File: src/rtl/core/plpl_pkg.sv
// Shared types and constants for the piecewise linear lookup core.
`default_nettype none
package plpl_pkg;

	localparam int DATA_W         = 32;
	localparam int FRAC_W         = 16;
	localparam int CFG_W          = 7;
	localparam int INDEX_W        = 6;
	localparam int DEF_MAX_POINTS = 64;

	localparam logic REQ_WRITE = 1'b0;
	localparam logic REQ_QUERY = 1'b1;

	typedef enum logic [2:0] {
		ST_IDLE,
		ST_SCAN,
		ST_DIV,
		ST_MUL,
		ST_SUM,
		ST_DONE
	} plpl_state_t;

endpackage
`default_nettype wire

File: src/rtl/core/plpl_store.sv
// Breakpoint key and value memories with one write port and one registered read port.
`default_nettype none
module plpl_store #(
	parameter int MAX_POINTS = plpl_pkg::DEF_MAX_POINTS
) (
	input  wire logic                                clk,
	input  wire logic                                wr_en,
	input  wire logic [$clog2(MAX_POINTS)-1:0]       wr_addr,
	input  wire logic [plpl_pkg::DATA_W-1:0]         wr_key,
	input  wire logic [plpl_pkg::DATA_W-1:0]         wr_value,
	input  wire logic                                rd_en,
	input  wire logic [$clog2(MAX_POINTS)-1:0]       rd_addr,
	output logic      [plpl_pkg::DATA_W-1:0]         rd_key,
	output logic      [plpl_pkg::DATA_W-1:0]         rd_value
);
	import plpl_pkg::*;

	logic [DATA_W-1:0] key_mem   [MAX_POINTS];
	logic [DATA_W-1:0] value_mem [MAX_POINTS];

	always_ff @(posedge clk) begin
		if (wr_en) begin
			key_mem[wr_addr]   <= wr_key;
			value_mem[wr_addr] <= wr_value;
		end
		if (rd_en) begin
			rd_key   <= key_mem[rd_addr];
			rd_value <= value_mem[rd_addr];
		end
	end

endmodule
`default_nettype wire

File: config.mk
export PLATFORM = sky130hd
export DESIGN_NAME = plpl_store
export DESIGN_NICKNAME = d
export VERILOG_FILES = /design/src/rtl/core/plpl_pkg.sv /design/src/rtl/core/plpl_store.sv
export SDC_FILE = /design/constraint.sdc
export NUM_CORES = 2
export LEC_CHECK = 0
export BUFFER_PORTS_ARGS = -buffer_cell sky130_fd_sc_hd__buf_2
export CORE_UTILIZATION = 59
export CTS_CLUSTER_DIAMETER = 60
export CTS_CLUSTER_SIZE = 8
export DETAILED_ROUTE_END_ITERATION = 12
export PLACE_DENSITY = 0.75
export SYNTH_ARGS = -nofsm -noshare
export SYNTH_HDL_FRONTEND = slang
export SYNTH_SLANG_ARGS = --single-unit
File: constraint.sdc
create_clock -name clk -period 6.41 [get_ports clk]
set_input_delay 0.3205 -clock clk [delete_from_list [all_inputs] [get_ports clk]]
set_output_delay 0.3205 -clock clk [all_outputs]
set_load 0.01 [all_outputs]
* Yosys cells after proc, flatten, opt, wreduce, memory -nomap -nowiden
Memory sizes are Yosys's and may differ from the RTL's. A register that Yosys moved wholly into a read port is not among the register bits.
Index checks and enable logic that the tools add are counted.
** Word-level totals
- Logic and storage cells :: 4
- Memories kept :: 2
- Input port bits :: 79
- RAM bits :: 4096
- Register bits :: 0
** Memories
- key_mem :: depth 64, bits a word 32, rd ports 1, clocked after Yosys merged registers in 1, wr ports 1, line plpl_store.sv:18 : logic [DATA_W-1:0] key_mem [MAX_POINTS];
- value_mem :: depth 64, bits a word 32, rd ports 1, clocked after Yosys merged registers in 1, wr ports 1, line plpl_store.sv:19 : logic [DATA_W-1:0] value_mem [MAX_POINTS];
** Operators by class
- Muxes and demuxes :: 2
** Operators by type and width (count)
- 1-bit two-way mux :: 2

* Depth between registers and ports, before layout
- Word-level depth :: 2
- Mapped depth :: 9
- Gate-level depth less buffers :: 4

* Worst setup path before layout
No wires, ideal clock.
- Path kind :: input port to flip-flop
- Start point :: input wr_addr[4]
- End point :: memory key_mem[16][0], enable pin
- Slack :: 2.094 ns
- Required time :: 5.924 ns
- Stages :: 4
- Path buffers :: 2
- Data arrival time :: 3.830 ns
- Cells stage by stage :: clkbuf_1 > or3b_2 > clkbuf_1 > nor2_1
** RTL lines
- start: declaration :: line plpl_store.sv:8 : input wire logic [$clog2(MAX_POINTS)-1:0] wr_addr,
- end: declaration :: line plpl_store.sv:18
Straight into the memory's write port.

* Worst setup path after layout
- Start point :: input wr_addr[0]
- End point :: memory value_mem[34][29], enable pin
** RTL lines (line)
- end: declaration :: plpl_store.sv:19
Straight into the memory's write port.

==> impl_metrics.csv <==
group,metric,value,unit
finish,final_area,178000,um^2
clock_tree,cts-root-buf,"clkbuf_16",
synth,yosys_warnings,0,
floorplan,core_area,263000,um^2
worst_setup_path,arrival,3.30,ns
synth,synth.distinct_cells,29,
drt,via_per_inst,7.64,
timing,drv_slew,0,
drt,wl_per_cell,43.7,um
global_route,grt_max_degree,120,
floorplan,fp-row-count,188,
clock_tree,cts_made_buffers,594,
worst_setup_path,r2r_end,"rd_value[19]$_DFFE_PP_",
global_route,grtUsageTotal,0.352,
finish,nNetsFinal,7134,
timing,fin_crit_sh,0.434,
clock_tree,clockBufferDepth,4,
clock_tree,insertion_delay,0.95,ns
min_path,hold_class,"primary input to flop",
floorplan,io_pins,143,
finish,final_cells,10600,
clock_tree,path_clk_slew,0.05,ns
timing,setup_tns,0,ns
clock_tree,clock_sinks,4160,
power,ir_drop,0.246,mV
synth,syn_inst,6505,
placement,place_inst,9973,
global_route,grt_pass1_wl,640,mm
placement,pre_cts_slack,2.78,ns
global_route,grt_pass1_vias,81900,
synth,netlist_area,156000,um^2
worst_setup_path,r2r_start,"value_mem[11][19]$_DFFE_PP_",
synth,ys_ff_latch,4160,
worst_setup_path,cp-start-kind,"primary input",
finish,utilization,0.677,
timing,finalHoldViolations,0,
timing,rsz0062_at_grt,"false",
placement,dp_hpwl,217,mm
finish,mostFrequentLayoutCells,"4160 x edfxtp_1, 1024 x mux4_2, 601 x clkbuf_16",
run,maxCapViolations,0,
finish,area_growth_syn_to_layout,13.8,%
outcome,status,"completed",
worst_setup_path,endpoint,"value_mem[34][29]$_DFFE_PP_",
synth,syn_avg_cell_area,24.1,um^2
floorplan,die_y,517,um
worst_setup_path,cp_max_fo,28,
synth,syn_nets,6584,
worst_setup_path,ff2ff_path_depth,4,
drt,num_vias,81200,
timing,setup_ws,3.63,ns
timing,whs,0.106,ns
floorplan,die_w,517,um
placement,gp_congestion,0.801,
timing,max_freq,359,MHz
placement,dpl-instance-area,162000,um^2
drt,drc,0,
timing,worst_slew_pin_slew,1.32,ns
power,power_density,340,nW/um^2
global_route,antenna_found_initial,30,
finish,final_common_cell,"edfxtp_1",
drt,wirelength,464,mm
finish,layout-drive-gt1-share,0.293,
global_route,grt_overflow,0,
clock_tree,postCtsSetupRepairBufs,0,
worst_setup_path,worstPathRequired,6.93,ns
worst_setup_path,reg2reg_slack,4.28,ns
drt,dr.pass1.iters,8,
finish,multi_input_area,30200,um^2
timing,min_period,2.78,ns
drt,drtAntennaViolNets,0,
timing,setup_viol,0,
worst_setup_path,critPathKind,"primary input to flop",
timing,worst_clock_skew,0.0610,ns
power,p_leak,55.7,nW
floorplan,dieArea,267000,um^2
clock_tree,htreeDepth,6,
worst_setup_path,cp-startpoint,"wr_addr[0]",
drt,drt_iter0_markers,13800,
power,design_power_total,60.5,mW
finish,seq_area,125000,um^2
floorplan,initial_core_util,0.595,
worst_setup_path,crit_path_end_kind,"flop",
synth,yosysSeqAreaShare,0.798,
placement,port_buffers,142,
clock_tree,cts_tree,"yes",
finish,fillCellCount,15200,
timing,slew_headroom,0.118,
[power by group]
group          total [mW]  internal (mW)  leakage [nW]  switching, mW
clock network        27.5           16.5          7.70           11.0
logic                2.56          0.899          10.5           1.66
registers            30.4           30.3          37.5          0.109
[repair_timing]
item | CTS | global route
resized for setup | 0 | 0
hold buffers | 1 | 0
hold endpoints to repair | 3 | 0
[area by class of cell]
type,instances,share of cell area
Antenna cell,19,0.000267
Clock buffer,601,0.0845
Clock inverter,41,0.00384
Inverter,1,0.0000211
Multi-Input combinational cell,1967,0.170
Sequential cell,4160,0.702
Tap cell,3515,0.0247
Timing Repair Buffer,331,0.0154
[worst min-delay path by stage]
stage,from,endpoint,cells past startpoint
floorplan,wr_key[0],key_mem[0][0]$_DFFE_PP_,0
global placement,rd_en,rd_key[23]$_DFFE_PP_,1
detailed placement,rd_en,rd_key[23]$_DFFE_PP_,1
CTS,wr_value[1],value_mem[29][1]$_DFFE_PP_,1
global route,wr_value[3],value_mem[43][3]$_DFFE_PP_,1
finish,wr_value[1],value_mem[60][1]$_DFFE_PP_,1
[flip-flops by register name (all words and copies together) (netlist names)]
name,count
key_mem,2048
value_mem,2048
rd_key,32
rd_value,32
[kinds of logic after synthesis]
logic type,after synthesis,synth area share
flops,4160,0.798
mux,1114,0.153
compound gates,575,0.0279
buf+inv,378,0.0124
simple gates,278,0.00828
[layer usage]
layer / vias up / track usage / share of wire
li1: 29200 / - / -
met1: 42200 / 0.462 / 0.32
met2: 8106 / 0.537 / 0.46
met3: 1666 / 0.105 / 0.15
met4: 32 / 0.187 / 0.064
met5: - / 0.00451 / 0.00079
[Yosys cell counts (all sizes together)]
cell | instances | share of area
a221oi | 1 | 0.000056
nand2b | 4 | 0.00016
or3 | 3 | 0.00012
clkbuf | 141 | 0.0034
o221ai | 64 | 0.0036
and2 | 3 | 0.00012
inv | 1 | 0.000024
or2 | 2 | 0.000080
edfxtp | 4160 | 0.80
nand3b | 4 | 0.00019
a21oi | 25 | 0.00080
nand3 | 133 | 0.0043
o211a | 64 | 0.0041
nor2 | 110 | 0.0026
nand2 | 7 | 0.00017
nor2b | 7 | 0.00028
mux2i | 90 | 0.0058
o22ai | 102 | 0.0041
buf | 236 | 0.0090
or3b | 4 | 0.00022
nand4 | 1 | 0.000040
mux4 | 1024 | 0.15
a22oi | 256 | 0.012
a211oi | 63 | 0.0030
[worst max-delay path, cell delays in order]
cell	delay [ns]
buf_2	0.16
nor2_1	0.18
nand3_1	0.66
nor2_4	1.11
buf_4	0.78
(Power assumes the default switching activity.)
