<file path="config.mk">
export PLATFORM = sky130hd
export DESIGN_NAME = plpl_div
export DESIGN_NICKNAME = d
export VERILOG_FILES = /design/src/rtl/core/plpl_pkg.sv /design/src/rtl/core/plpl_div.sv
export SDC_FILE = /design/constraint.sdc
export NUM_CORES = 1
export LEC_CHECK = 0
export ABC_AREA = 1
export BUFFER_PORTS_ARGS = -buffer_cell sky130_fd_sc_hd__buf_2
export CORE_ASPECT_RATIO = 1.1
export CORE_MARGIN = 3
export CORE_UTILIZATION = 35
export DETAILED_ROUTE_END_ITERATION = 6
export SLEW_MARGIN = 25
export SYNTH_ARGS = -nofsm -noshare
export SYNTH_HDL_FRONTEND = slang
export SYNTH_SLANG_ARGS = --single-unit
</file>
<file path="constraint.sdc">
create_clock -name clk -period 4 [get_ports clk]
set_input_delay 1.2 -clock clk [delete_from_list [all_inputs] [get_ports clk]]
set_output_delay 1.2 -clock clk [all_outputs]
set_load 0.005 [all_outputs]
</file>
<file path="src/rtl/core/plpl_pkg.sv">
// Shared types and constants for the piecewise linear lookup core.
`default_nettype none
package plpl_pkg;

	localparam int DATA_W         = 32;
	localparam int FRAC_W         = 16;
	localparam int CFG_W          = 7;
	localparam int INDEX_W        = 6;
	localparam int DEF_MAX_POINTS = 64;

	localparam logic REQ_WRITE = 1'b0;
	localparam logic REQ_QUERY = 1'b1;

	typedef enum logic [2:0] {
		ST_IDLE,
		ST_SCAN,
		ST_DIV,
		ST_MUL,
		ST_SUM,
		ST_DONE
	} plpl_state_t;

endpackage
`default_nettype wire

</file>
<file path="src/rtl/core/plpl_div.sv">
// Restoring divider that produces the 16-bit interpolation fraction, one bit per cycle.
`default_nettype none
module plpl_div (
	input  wire logic                          clk,
	input  wire logic                          arst_n,
	input  wire logic                          start,
	input  wire logic [plpl_pkg::DATA_W-1:0]   dividend,
	input  wire logic [plpl_pkg::DATA_W-1:0]   divisor,
	output logic                               done,
	output logic      [plpl_pkg::FRAC_W-1:0]   quotient
);
	import plpl_pkg::*;

	localparam int CNT_W = $clog2(FRAC_W + 1);

	logic              busy_q;
	logic [CNT_W-1:0]  cnt_q;
	logic [DATA_W-1:0] rem_q;
	logic [DATA_W-1:0] den_q;
	logic [FRAC_W-1:0] quot_q;
	logic              done_q;
	logic [DATA_W:0]   shifted;
	logic [DATA_W:0]   diff;
	logic              fits;

	// The dividend is always below the divisor, so the remainder fits in DATA_W bits.
	assign shifted = {rem_q, 1'b0};
	assign diff    = shifted - {1'b0, den_q};
	assign fits    = shifted >= {1'b0, den_q};

	always_ff @(posedge clk or negedge arst_n) begin
		if (!arst_n) begin
			busy_q <= 1'b0;
			done_q <= 1'b0;
			cnt_q  <= '0;
		end else begin
			done_q <= 1'b0;
			if (start) begin
				busy_q <= 1'b1;
				cnt_q  <= CNT_W'(FRAC_W);
			end else if (busy_q) begin
				cnt_q <= cnt_q - CNT_W'(1);
				if (cnt_q == CNT_W'(1)) begin
					busy_q <= 1'b0;
					done_q <= 1'b1;
				end
			end
		end
	end

	always_ff @(posedge clk) begin
		if (start) begin
			rem_q  <= dividend;
			den_q  <= divisor;
			quot_q <= '0;
		end else if (busy_q) begin
			rem_q  <= fits ? diff[DATA_W-1:0] : shifted[DATA_W-1:0];
			quot_q <= {quot_q[FRAC_W-2:0], fits};
		end
	end

	assign done     = done_q;
	assign quotient = quot_q;

endmodule
`default_nettype wire

</file>
Yosys cells after proc, flatten, opt, wreduce, memory -nomap -nowiden:

Cells that the tools add are included.

* add/sub/neg operators: 2
* bitwise operators: 0
* divide/modulo/power cells: 0
* mux-type cells: 11
* multiply operators: 0
* shift-type cells: 0
* $lt $le $gt $ge: 1
* reductions and logical operators: 1
* equality and inequality tests: 1

Operators by type and width (count)
* $mux 32: 3
* $ge 33x32->1: 1
* $sub 32x32->32: 1
* $mux 5: 2
* $mux 1: 6
* $eq 5x1->1 const B: 1
* $sub 5x1->5 const B: 1
* $reduce_bool 2->1: 1

* flip-flop bits (word level): 87
* latch bits: 0
* logic and storage cells: 22
* memories kept: 0
* RAM bits: 0
* ROM bits: 0
* output and inout port bits: 17

Longest topological paths before layout:

* depth in word-level cells: 4
* depth in mapped cells: 17
* depth with buffers taken out: 16

Worst setup path before layout:

Ideal clock, no wire load.

* path kind: in2reg
* start point: input port start
* end point: register rem_q[0], enable pin
* stages: 4
* arrival time: 2763 ps
* required time: 3591 ps
* library setup time: 409 ps
* path buffers: 2
* slack: 828 ps
* cell sequence: clkbuf_1 nor2_1 clkinv_1 buf_1

* longest elaborated chain between the ends: 1

RTL lines
* from (decl): RTL line plpl_div.sv:6 `input wire logic start,`
* $reduce_bool 2->1 (no source line)
* to (signal assigned): RTL line plpl_div.sv:53 `rem_q <= dividend;`
* to (signal assigned): RTL line plpl_div.sv:57 `rem_q <= fits ? diff[DATA_W-1:0] : shifted[DATA_W-1:0];`
* to (decl): RTL line plpl_div.sv:18 `logic [DATA_W-1:0] rem_q;`

Every way passes these cells.
A chain may end at the register's enable or synchronous reset.

Worst setup path after layout:

* start point: register rem_q[22]
* end point: register rem_q[28], data pin

* longest elaborated chain between the ends: 4
* elaborated cells on any way between the ends: 5
* those cells by class: add/sub: 1; order compare: 1; mux: 3

RTL lines
* $sub 32x32->32 or $ge 33x32->1 (tied branches): RTL line plpl_div.sv:28, plpl_div.sv:29
* $mux 32 *: RTL line plpl_div.sv:57
* $mux 32 *: RTL line plpl_div.sv:56 `end else if (busy_q) begin`
* $mux 32 *: RTL line plpl_div.sv:52 `if (start) begin`

Every way passes the cells marked *; elsewhere a longest branch is shown, timed or not. The select of a mux whose other input is x is not followed.

==> load_flow_metrics.sql <==
INSERT INTO impl_metrics (metric_group, metric, value, unit) VALUES
('logic_synthesis', 'post_synth.cell_area_avg', '6.95', 'um^2'),
('routing', 'detail_routed_via_count_per_cell', '4.58', ''),
('clocking', 'cts_num_sinks', '87', ''),
('routing', 'route.detailed.drc', '0', ''),
('clocking', 'ctsHoldBuffers', '0', ''),
('logic_synthesis', 'synth_top_area_share', '30.6', '%'),
('sta', 'report.final.slew_viol_count', '0', ''),
('sta', 'min_clock_period_post_route', '2770', 'ps'),
('placement', 'numPortBuffers', '83', ''),
('sta', 'setup_tns', '0', 'ps'),
('clocking', 'clock_tree_from_tritoncts', 'built', ''),
('power_and_ir_drop', 'worst_ir_drop_vdd', '0.264', 'mV'),
('placement', 'detailed_place_hpwl', '12400', 'um'),
('routing', 'drt-initial-drc-count', '362', ''),
('worst_setup_path', 'worst_setup_path_end_kind', 'flip-flop', ''),
('sta', 'clock.fmax', '361', 'MHz'),
('run_status', 'run_status', 'finished clean', ''),
('clocking', 'cts_root_buf', 'sky130_fd_sc_hd__clkbuf_16', ''),
('power_and_ir_drop', 'static-leakage-power', '0.00390', 'uW'),
('worst_setup_path', 'cp_data_required_time', '4120', 'ps'),
('final_layout', 'final_core_utilization', '41.7', '%'),
('logic_synthesis', 'post_synth_inst_count', '904', ''),
('logic_synthesis', 'synth_top_cell_by_area', 'sky130_fd_sc_hd__edfxtp_1', ''),
('min_path', 'worst_hold_startpoint', 'quotient[15]$_SDFFE_PP0P_', ''),
('worst_setup_path', 'critPathArrivalTime', '2890', 'ps'),
('routing', 'postRouteAntennaNets', '0', ''),
('global_route', 'grt-ovfl-total', '0', ''),
('logic_synthesis', 'post_synth_main_area_contributors', 'sky130_fd_sc_hd__edfxtp_1, sky130_fd_sc_hd__nand2_1, sky130_fd_sc_hd__inv_1', ''),
('floorplan', 'die_w', '134', 'um'),
('worst_setup_path', 'worst-r2r-setup-slack', '1230', 'ps'),
('routing', 'avgRoutedWirePerCell', '13.1', 'um'),
('clocking', 'clkTransAtPathRegs', '80', 'ps'),
('logic_synthesis', 'synth.most_common_cell', 'sky130_fd_sc_hd__nand2_1', ''),
('floorplan', 'io_count', '84', ''),
('power_and_ir_drop', 'pwr_density_cell', '687', 'mW/mm^2'),
('logic_synthesis', 'synth.yosys.warnings', '0', ''),
('clocking', 'worstSkewPairLatency', '360', 'ps'),
('global_route', 'first_global_vias', '5453', ''),
('final_layout', 'fin_nets', '1086', ''),
('worst_setup_path', 'slowest_stage', 'sky130_fd_sc_hd__ha_1', ''),
('clocking', 'post-cts-setup-buffer-count', '0', ''),
('worst_setup_path', 'timing.critical_path.from_type', 'flip-flop', ''),
('worst_setup_path', 'critical-path-top-cell-by-count', 'sky130_fd_sc_hd__nand2_1', ''),
('min_path', 'worst_hold_path_type', 'flip-flop to flip-flop', ''),
('sta', 'rsz_0062_raised_after_global_routing', 'no', ''),
('worst_setup_path', 'timing_worst_setup_path_type', 'flip-flop to flip-flop', ''),
('sta', 'timing.final.hold_violations', '0', ''),
('final_layout', 'filler_cell_count', '1900', ''),
('worst_setup_path', 'critical_path.max_stage_delay', '460', 'ps'),
('floorplan', 'std_cell_rows', '50', ''),
('final_layout', 'flow.area_growth_from_synthesis', '15.0', '%'),
('floorplan', 'initial_utilization', '36.3', '%'),
('floorplan', 'core_region_area', '0.0173', 'mm^2'),
('placement', 'placedInstanceArea', '0.00693', 'mm^2'),
('worst_setup_path', 'crit_path_cell_trace', 'ha_1, nand2_2, nor2_1, nand2_1, nor2_1, nand2_4, nand2_4, nand3_1, nand2_1, nand2_1', ''),
('clocking', 'cts.repair.resized', '0', ''),
('sta', 'post-route-period-util', '69.2', '%'),
('clocking', 'cts-root-to-sink-buffers', '2', ''),
('global_route', 'wire_length_of_the_first_global_routing_pass', '26600', 'um'),
('logic_synthesis', 'synthesized_nets', '1006', ''),
('logic_synthesis', 'synth-seq-cells', '87', ''),
('flow_run', 'timing.max_cap.violations', '0', ''),
('final_layout', 'post_route_cells_drive_above_1_share', '12.6', '%'),
('logic_synthesis', 'async_flop_share', '8.05', '%'),
('worst_setup_path', 'path_buf_inv', '0', ''),
('placement', 'gp_routability_congestion', '0.920', ''),
('routing', 'dr_total_vias', '5596', ''),
('logic_synthesis', 'synth_flop_cell', 'sky130_fd_sc_hd__edfxtp_1', ''),
('logic_synthesis', 'post_synth_edffs', '64', ''),
('floorplan', 'floorplan.die_area', '0.0196', 'mm^2'),
('worst_setup_path', 'cp-startpoint', 'rem_q[22]$_DFFE_PP_', '');
-- cell usage in the layout (no fill, tap or decap), drive strengths merged --
cell type,synthesis,layout
a21oi,19,19
nand3,73,73
nor4,1,1
nor3,1,1
clkbuf,5,9
nand3b,25,25
o22ai,15,15
or2,1,1
inv,184,189
xnor2,13,13
nand4,10,10
dfrtp,7,7
o21a,2,2
o21ai,7,7
xor2,1,1
ha,34,34
and2,6,6
clkinv,4,6
nand2,346,346
edfxtp,64,64
fa,1,1
buf,13,87
o21bai,2,2
nor2,54,54
dfxtp,16,16
-- path summary, 6_finish.rpt --
check                                                 end  cells after the start
worst max-delay path                  rem_q[28]$_DFFE_PP_                     10
worst min-delay path            quotient[15]$_SDFFE_PP0P_                      2
worst max register to register        rem_q[28]$_DFFE_PP_                     10
worst min register to register  quotient[15]$_SDFFE_PP0P_                      2
max in group asynchronous                busy_q$_DFF_PN0_                      1
min in group asynchronous            cnt_q[2]$_DFFE_PN0P_                      1
-- through the flow --
| step | hold WS (ps) | instances | power (uW) | worst slack (ps) |
|---|---|---|---|---|
| 2_1_floorplan | 435 | 904 | 3540 | 828 |
| 3_3_place_gp | 439 | 1207 | 4110 | 972 |
| 3_5_place_dp | 453 | 1207 | 4130 | 1020 |
| 4_1_cts | 473 | 1223 | 5010 | 1250 |
| 5_1_grt | 507 | 1223 | 5500 | 1020 |
| 6_report | 470 | 1223 | 4970 | 1230 |
-- cell families after synthesis --
| logic type | after synthesis | share of synthesized area [%] |
|---|---|---|
| adders and majority gates | 35 | 7.09 |
| xor gates and xnor gates | 14 | 1.95 |
| DFF | 87 | 38.5 |
| and+or+nand+nor | 517 | 35.5 |
| buffers and inverters | 206 | 13.0 |
| AOI/OAI and AO/OA | 45 | 4.04 |
-- where the power goes --
part           internal [uW]  switching, uW  total, uW
combinational           1010           1760       2770
sequential              1230            108       1340
clock                    443            407        851
-- sequential cells by signal, indices dropped and copies added, names as in the netlist --
name,cells
cnt_q,5
quotient,16
rem_q,32
busy_q,1
done,1
den_q,32
-- per-layer routing --
layer	vias up	GRT usage (%)	part of all wire [%]	routed length, um
met2	94	27.5	46	7280
met1	2512	22.0	48	7640
met4	0	5.09	1.8	285
met5	-	0	0	0
li1	2973	-	-	-
met3	17	3.72	4.9	781
-- layout make-up --
class                           count  area [um^2]  area share [%]
Clock inverter                      7         73.8            1.02
Multi-Input combinational cell    611         3050            42.2
Inverter                          188          706            9.77
Clock buffer                        9          225            3.12
Sequential cell                    87         2420            33.5
Tap cell                          234          293            4.05
Timing Repair Buffer               87          458            6.34
-- worst min-delay path, delay by kind of cell (launching register included) --
kind            cells  cell delay (ps)
flops               1              340
compound gates      1               50
simple gates        1               50
Power figures use the tool's default switching activity.
